===== src/hdl/affine_2d_point_transform_macros.svh =====
// Assertion macros for the 2D affine point transform.
// Used by the top level only; expects clk_i and rst_ni in scope.
`ifndef AFFINE_2D_POINT_TRANSFORM_MACROS_SVH
`define AFFINE_2D_POINT_TRANSFORM_MACROS_SVH

// antecedent implies consequent in the same cycle
`define A2DPT_ASSERT_NOW(lbl, ante, cons, msg) \
  lbl: assert property (@(posedge clk_i) disable iff (!rst_ni) (ante) |-> (cons)) \
    else $error(msg);

// antecedent implies consequent in the next cycle
`define A2DPT_ASSERT_NEXT(lbl, ante, cons, msg) \
  lbl: assert property (@(posedge clk_i) disable iff (!rst_ni) (ante) |=> (cons)) \
    else $error(msg);

`endif


===== src/hdl/a2dpt_pkg.sv =====
// Shared types and constants for the 2D affine point transform.
// No dependencies; imported by a2dpt_sincos and the top level.
`default_nettype none

package a2dpt_pkg;

  localparam int TRIG_FRAC = 30;
  localparam int TRIG_W    = 34;
  localparam int ANGLE_W   = 43;
  localparam int FIELD_W   = 24;
  localparam int OUT_W     = 16;

  localparam logic [41:0] PI_Q40          = 42'h3243F6A8886;
  localparam logic signed [TRIG_W-1:0] CORDIC_K_Q30 = 34'sh026DD3B6A;

  localparam logic [17:0] ANGLE_OFFSET = 18'd72000;
  localparam logic [17:0] ANGLE_FULL   = 18'd36000;
  localparam logic [15:0] ANGLE_HALF   = 16'd18000;
  localparam logic [15:0] ANGLE_QUART  = 16'd9000;

  // pi split as PI_QUO * 18000 + PI_REM, so r*pi/18000 = r*PI_QUO + r*PI_REM/18000;
  // the remainder part is divided by 16 then by 1125 through a reciprocal,
  // exact for dividends below 2^24
  localparam logic [27:0] PI_QUO     = 28'(PI_Q40 / 42'd18000);
  localparam logic [14:0] PI_REM     = 15'(PI_Q40 % 42'd18000);
  localparam int          RECIP_SH   = 35;
  localparam logic [24:0] RECIP_1125 = 25'(((64'd1 << 35) + 64'd1124) / 64'd1125);

  // transform modes
  localparam logic [2:0] MODE_TRANSLATE = 3'd0;
  localparam logic [2:0] MODE_ROTATE    = 3'd1;
  localparam logic [2:0] MODE_SCALE     = 3'd2;
  localparam logic [2:0] MODE_SHEAR     = 3'd3;
  localparam logic [2:0] MODE_REFLECT   = 3'd4;

  // reflection axes
  localparam logic [1:0] AXIS_ORIGIN = 2'd0;
  localparam logic [1:0] AXIS_X      = 2'd1;
  localparam logic [1:0] AXIS_Y      = 2'd2;

  // register indexes
  localparam logic [2:0] REG_MODE  = 3'd0;
  localparam logic [2:0] REG_PX    = 3'd1;
  localparam logic [2:0] REG_PY    = 3'd2;
  localparam logic [2:0] REG_ANGLE = 3'd3;
  localparam logic [2:0] REG_AXIS  = 3'd4;

  // final shift selection
  localparam logic [1:0] SH_F   = 2'd0;
  localparam logic [1:0] SH_2F  = 2'd1;
  localparam logic [1:0] SH_ROT = 2'd2;

  typedef struct packed {
    logic                     busy;
    logic signed [TRIG_W-1:0] cos_v;
    logic signed [TRIG_W-1:0] sin_v;
  } a2dpt_trig_t;

  function automatic longint odd_div(input longint v, input int n);
    unique case (n)
      0:  return v;
      1:  return v / 3;
      2:  return v / 5;
      3:  return v / 7;
      4:  return v / 9;
      5:  return v / 11;
      6:  return v / 13;
      7:  return v / 15;
      8:  return v / 17;
      9:  return v / 19;
      10: return v / 21;
      11: return v / 23;
      12: return v / 25;
      13: return v / 27;
      14: return v / 29;
      15: return v / 31;
      16: return v / 33;
      17: return v / 35;
      18: return v / 37;
      19: return v / 39;
      default: return v;
    endcase
  endfunction

  // atan(2^-i) in Q40 by truncated series; evaluated at elaboration
  function automatic logic signed [ANGLE_W-1:0] atan_q40(input int i);
    longint sum;
    longint term;
    int     e;
    sum = 0;
    if (i == 0) begin
      sum = longint'(PI_Q40 >> 2);
    end else begin
      for (int n = 0; n < 20; n++) begin
        e = i * (2 * n + 1);
        if (e <= 40) begin
          term = odd_div(longint'(1) << (40 - e), n);
          sum  = n[0] ? sum - term : sum + term;
        end
      end
    end
    return ANGLE_W'(sum);
  endfunction

endpackage

`default_nettype wire


===== src/hdl/a2dpt_sincos.sv =====
// Sine/cosine sequencer: angle reduction, multiply by pi, divide by 18000
// through a constant split and a reciprocal, then an iterative CORDIC. Uses a2dpt_pkg.
`default_nettype none

module a2dpt_sincos import a2dpt_pkg::*; #(
  parameter int CORDIC_STAGES = 16
) (
  input  wire logic               clk_i,
  input  wire logic               rst_ni,
  input  wire logic               start_i,
  input  wire logic signed [16:0] angle_i,
  output a2dpt_trig_t             trig_o
);

  localparam int SW = $clog2(CORDIC_STAGES);

  localparam logic [2:0] ST_LOAD = 3'd0;
  localparam logic [2:0] ST_RED  = 3'd1;
  localparam logic [2:0] ST_FOLD = 3'd2;
  localparam logic [2:0] ST_MUL  = 3'd3;
  localparam logic [2:0] ST_DIV  = 3'd4;
  localparam logic [2:0] ST_ROT  = 3'd5;
  localparam logic [2:0] ST_FIN  = 3'd6;
  localparam logic [2:0] ST_IDLE = 3'd7;

  logic signed [ANGLE_W-1:0] atan_w [CORDIC_STAGES];

  for (genvar g = 0; g < CORDIC_STAGES; g++) begin : g_atan
    assign atan_w[g] = atan_q40(g);
  end

  logic [2:0]  state_q, state_d;
  logic [5:0]  cnt_q, cnt_d;
  logic [17:0] r_q, r_d;
  logic        neg_q, neg_d, flip_q, flip_d;
  logic [13:0] mag_q, mag_d;
  logic [41:0] hi_q, hi_d;
  logic [28:0] lo_q, lo_d;
  logic signed [TRIG_W-1:0]  x_q, x_d, y_q, y_d, cos_q, cos_d, sin_q, sin_d;
  logic signed [ANGLE_W-1:0] z_q, z_d;

  logic signed [17:0] rs_a, rs_b;
  logic        flip_c;
  logic [49:0] rec_w;
  logic [41:0] quo_w;
  logic signed [TRIG_W-1:0] xs, ys;
  logic signed [ANGLE_W-1:0] q_s;

  always_comb begin
    // fold into -9000..9000
    rs_a   = (r_q > 18'(ANGLE_HALF)) ? $signed(r_q) - $signed(ANGLE_FULL) : $signed(r_q);
    flip_c = 1'b0;
    rs_b   = rs_a;
    if (rs_a > $signed({2'b00, ANGLE_QUART})) begin
      rs_b   = rs_a - $signed({2'b00, ANGLE_HALF});
      flip_c = 1'b1;
    end else if (rs_a < -$signed({2'b00, ANGLE_QUART})) begin
      rs_b   = rs_a + $signed({2'b00, ANGLE_HALF});
      flip_c = 1'b1;
    end
    // floor(lo / 18000) = floor(floor(lo / 16) / 1125)
    rec_w = 50'(lo_q[28:4]) * 50'(RECIP_1125);
    quo_w = hi_q + 42'(rec_w[49:RECIP_SH]);
    q_s   = $signed(ANGLE_W'(quo_w));
    xs    = x_q >>> cnt_q[SW-1:0];
    ys    = y_q >>> cnt_q[SW-1:0];
  end

  always_comb begin
    state_d = state_q;
    cnt_d   = cnt_q;
    r_d     = r_q;
    neg_d   = neg_q;
    flip_d  = flip_q;
    mag_d   = mag_q;
    hi_d    = hi_q;
    lo_d    = lo_q;
    x_d     = x_q;
    y_d     = y_q;
    z_d     = z_q;
    cos_d   = cos_q;
    sin_d   = sin_q;
    unique case (state_q)
      ST_LOAD: begin
        r_d     = 18'($signed({{2{angle_i[16]}}, angle_i}) + $signed({1'b0, ANGLE_OFFSET}));
        state_d = ST_RED;
      end
      ST_RED: begin
        if (r_q >= ANGLE_FULL) begin
          r_d = r_q - ANGLE_FULL;
        end else begin
          state_d = ST_FOLD;
        end
      end
      ST_FOLD: begin
        neg_d   = rs_b[17];
        flip_d  = flip_c;
        mag_d   = rs_b[17] ? 14'(-rs_b) : 14'(rs_b);
        cnt_d   = '0;
        state_d = ST_MUL;
      end
      ST_MUL: begin
        hi_d    = 42'(mag_q) * 42'(PI_QUO);
        lo_d    = 29'(mag_q) * 29'(PI_REM);
        state_d = ST_DIV;
      end
      ST_DIV: begin
        z_d     = neg_q ? -q_s : q_s;
        x_d     = CORDIC_K_Q30;
        y_d     = '0;
        cnt_d   = '0;
        state_d = ST_ROT;
      end
      ST_ROT: begin
        if (z_q[ANGLE_W-1]) begin
          x_d = x_q + ys;
          y_d = y_q - xs;
          z_d = z_q + atan_w[cnt_q[SW-1:0]];
        end else begin
          x_d = x_q - ys;
          y_d = y_q + xs;
          z_d = z_q - atan_w[cnt_q[SW-1:0]];
        end
        cnt_d = cnt_q + 6'd1;
        if (cnt_q == 6'(CORDIC_STAGES - 1)) begin
          state_d = ST_FIN;
        end
      end
      ST_FIN: begin
        cos_d   = flip_q ? -x_q : x_q;
        sin_d   = flip_q ? -y_q : y_q;
        state_d = ST_IDLE;
      end
      ST_IDLE: begin
      end
      default: state_d = ST_IDLE;
    endcase
    if (start_i) begin
      state_d = ST_LOAD;
    end
  end

  always_ff @(posedge clk_i or negedge rst_ni) begin
    if (!rst_ni) begin
      state_q <= ST_LOAD;
      cnt_q   <= '0;
    end else begin
      state_q <= state_d;
      cnt_q   <= cnt_d;
    end
  end

  always_ff @(posedge clk_i) begin
    r_q    <= r_d;
    neg_q  <= neg_d;
    flip_q <= flip_d;
    mag_q  <= mag_d;
    hi_q   <= hi_d;
    lo_q   <= lo_d;
    x_q    <= x_d;
    y_q    <= y_d;
    z_q    <= z_d;
    cos_q  <= cos_d;
    sin_q  <= sin_d;
  end

  assign trig_o.busy  = state_q != ST_IDLE;
  assign trig_o.cos_v = cos_q;
  assign trig_o.sin_v = sin_q;

endmodule

`default_nettype wire


===== config.mk =====
export PLATFORM = sky130hd
export DESIGN_NAME = a2dpt_sincos
export DESIGN_NICKNAME = d
export VERILOG_FILES = /design/src/hdl/affine_2d_point_transform_macros.svh /design/src/hdl/a2dpt_pkg.sv /design/src/hdl/a2dpt_sincos.sv
export SDC_FILE = /design/constraint.sdc
export NUM_CORES = 2
export LEC_CHECK = 0
export BUFFER_PORTS_ARGS = -buffer_cell sky130_fd_sc_hd__buf_2
export CAP_MARGIN = 20
export CORE_ASPECT_RATIO = 2
export CORE_MARGIN = 5
export CORE_UTILIZATION = 50
export CTS_CLUSTER_DIAMETER = 60
export DETAILED_ROUTE_END_ITERATION = 8
export PLACE_DENSITY = 0.66
export SLEW_MARGIN = 40
export SYNTH_ARGS = -nofsm -noshare
export SYNTH_HDL_FRONTEND = slang
export SYNTH_SLANG_ARGS = --single-unit

===== constraint.sdc =====
create_clock -name clk_i -period 13.45 [get_ports clk_i]
set_input_delay 2.69 -clock clk_i [delete_from_list [all_inputs] [get_ports clk_i]]
set_output_delay 2.69 -clock clk_i [all_outputs]
set_load 0.005 [all_outputs]

==> reports/metrics.cfg <==
[synthesis]
seq_area_frac_synth=0.2073
synth_nets=5197
synth_top_area_cell=edfxtp_1
synth.top_cell.area_share=0.2019
ys_ff_latch=286
ys.flop_type=edfxtp_1
synth.area.top_cells=edfxtp_1 20%, ha_1 18%, fa_1 13%, xnor2_1 6.4%, inv_1 4.1%
yosysUniqueCellTypes=113
syn_area_mm2=0.04120
synthCells=4305
yosysMostFrequentCell=ha_1
synth_edf_count=277
synth_commonest_cells=600 x ha_1, 448 x inv_1, 311 x nand2_1
async_flop_share=0.03147
syn-mean-instance-area_um2=9.571
yosys_warnings=0

[final_layout]
multi_input_area_mm2=0.03035
drive_gt1_frac=0.07890
regArea_mm2=0.008556
area_delta_synth_final_pct=6.328
nets=5217
antenna_cells=0
fillers=7534

[floorplan]
row_count=149
die-width_um=213.0
dieArea_mm2=0.08860
die_y_um=416.0
start_util=0.5012
ios=89
core_mm2=0.08222

[worst_setup_path]
cp-end-kind=flop
path_class=reg -> reg
critPathMaxFanout=10
slowest_delay_ns=0.71
crit_path_frequent_cell=fa_1
startpoint_type=flop
crit_path_top_delay_cell=nor4_1
cp.required_ns=13.74
arrival_ns=11.82

[sta]
drv_slew=0
setup_viol=0
tightest_slew_ns=0.9020
max_slew_margin=0.3950
fin_skew_ns=0.04103
fmax_mhz=86.70
rsz0062_at_grt=no
tns_ns=0
period_minus_slack_ns=11.53
finalHoldViolations=0
post-route-period-util=0.8575

[global_route]
antenna_found_initial=0
grt_pass1_wl_um=176700
overflow=0
grt_pass1_vias=33460
grtUsageTotal=0.2537
grt_max_degree=80

[clock_tree]
cts_buffers=35
ctsHoldBuffers=0
cts_max_path_buffers=3
htreeDepth=2
tritoncts=done
cts.sink_count=286
clock-root-buffer=clkbuf_16
cts_setup_buffers=0
clock_latency_ns=0.58
clk_pin_slew_ns=0.06
postCtsResizedCells=0

[outcome]
outcome=complete, no violations

[placement]
dp_hpwl_um=94040
portBuffers=88
finalWeightedCongestion=0.9939

[routing]
drt_iter0_markers=1598
drcViolationCount=0
dr_total_vias=32120
post_drt_wl_per_cell_um=21.09
viasPerCell=5.944
routed_wirelength_um=114000
firstDrtPassIters=5
detail-route-antenna-nets=0

[worst_hold_path]
min_path_type=reg -> reg

[job]
maxCapViolations=0

==> final cells by class <==
type / count / share of cell area
timing repair buffer: 122 / 0.01614
sequential: 286 / 0.1953
inverter: 451 / 0.03864
multi-input combinational: 3429 / 0.6928
clock buffer: 40 / 0.02139
clock inverter: 19 / 0.005569
tap: 1057 / 0.03019
==> final timing paths <==
path | start | endpoint | slack, ns | cells past startpoint
worst min-delay path | r_q[0] | mag_q[0] | 0.48 | 0
worst max-delay path | lo_q[8] | z_q[34] | 1.92 | 37
min in group asynchronous | rst_ni | state_q[2] | 1.97 | 1
worst max register to register | lo_q[8] | z_q[34] | 1.92 | 37
worst min register to register | r_q[0] | mag_q[0] | 0.48 | 0
max in group asynchronous | rst_ni | cnt_q[1] | 11.23 | 1
==> routing by layer <==
layer,GRT usage,up-vias,routed length (um)
li1,-,15330,-
met1,0.2260,15530,35270
met2,0.5004,823,64320
met3,0.02313,442,3370
met4,0.1995,0,11030
met5,0,-,0
==> cell families (layout without fill, tap and decap cells) <==
kind of cell               after synthesis  count (layout)  synth area share
and+or+nand+nor                       1048            1048            0.1234
buffers and inverters                  590             632           0.05718
AOI/OAI and AO/OA                      908             908            0.1407
adders and majority gates              872             872            0.3143
muxes                                  147             147           0.06031
DFF                                    286             286            0.2073
xor gates and xnor gates               454             454           0.09668
==> sequential cells by signal, indices dropped and copies added (netlist names) <==
| register | cells |
|---|---|
| z_q | 43 |
| r_q | 18 |
| sin_q | 34 |
| mag_q | 14 |
| state_q | 3 |
| hi_q | 39 |
| cos_q | 34 |
| flip_q | 1 |
| lo_q | 25 |
| x_q | 34 |
| neg_q | 1 |
| cnt_q | 6 |
| y_q | 34 |
==> worst max-delay path, delay by kind of cell (launching register included) <==
family	cells	cell delay, ns
adder cells (fa/ha/maj)	9	4.25
AO/OA/AOI/OAI	14	3.70
AND/OR/NAND/NOR	5	1.45
flip-flops	1	0.68
buffers and inverters	6	0.47
multiplexers	1	0.39
XOR/XNOR	2	0.34
==> metrics by stage <==
| stage | instance area [um2] | hold WS (ns) | setup slack [ns] | utilization | instances |
|---|---|---|---|---|---|
| floorplan | 41200 | 0.4411 | 3.466 | - | 4305 |
| global placement | 42600 | 0.4602 | 2.148 | 0.5182 | 5345 |
| detailed placement | 42620 | 0.4577 | 1.970 | 0.5184 | 5345 |
| CTS | 43800 | 0.4750 | 1.964 | 0.5328 | 5404 |
| global route | 43810 | 0.5102 | 1.363 | 0.5329 | 5404 |
| finish | 43810 | 0.4834 | 1.916 | 0.5329 | 5404 |
==> placed cells by master, fill, tap and decap left out, types with 17 or more instances in the layout <==
cell	synthesis	routed
a31oi_1	44	44
mux2_2	17	17
o21bai_1	24	24
and3_1	38	37
o21ai_0	209	209
nand2_1	311	310
a211oi_1	42	42
o41ai_1	18	18
nand2b_1	35	35
nor3_1	68	68
o31ai_1	31	30
ha_1	600	600
and2_1	29	28
a21o_1	84	84
a21oi_1	254	252
buf_4	8	31
nand4_1	30	30
or3_1	32	32
or2_2	20	20
nor2b_1	31	30
o21a_1	35	35
mux2i_1	54	54
inv_1	448	447
nand3_1	72	72
nor2_1	286	283
xnor2_1	302	302
fa_1	272	272
mux4_2	65	65
edfxtp_1	277	277
nor4_1	17	17
buf_2	34	88
o21ai_1	21	21
xor2_1	151	151
clkbuf_16	0	37
Power is left out: the tool's default activity adds up to more than one toggle a clock period on the data nets, which glitch-free logic cannot reach.
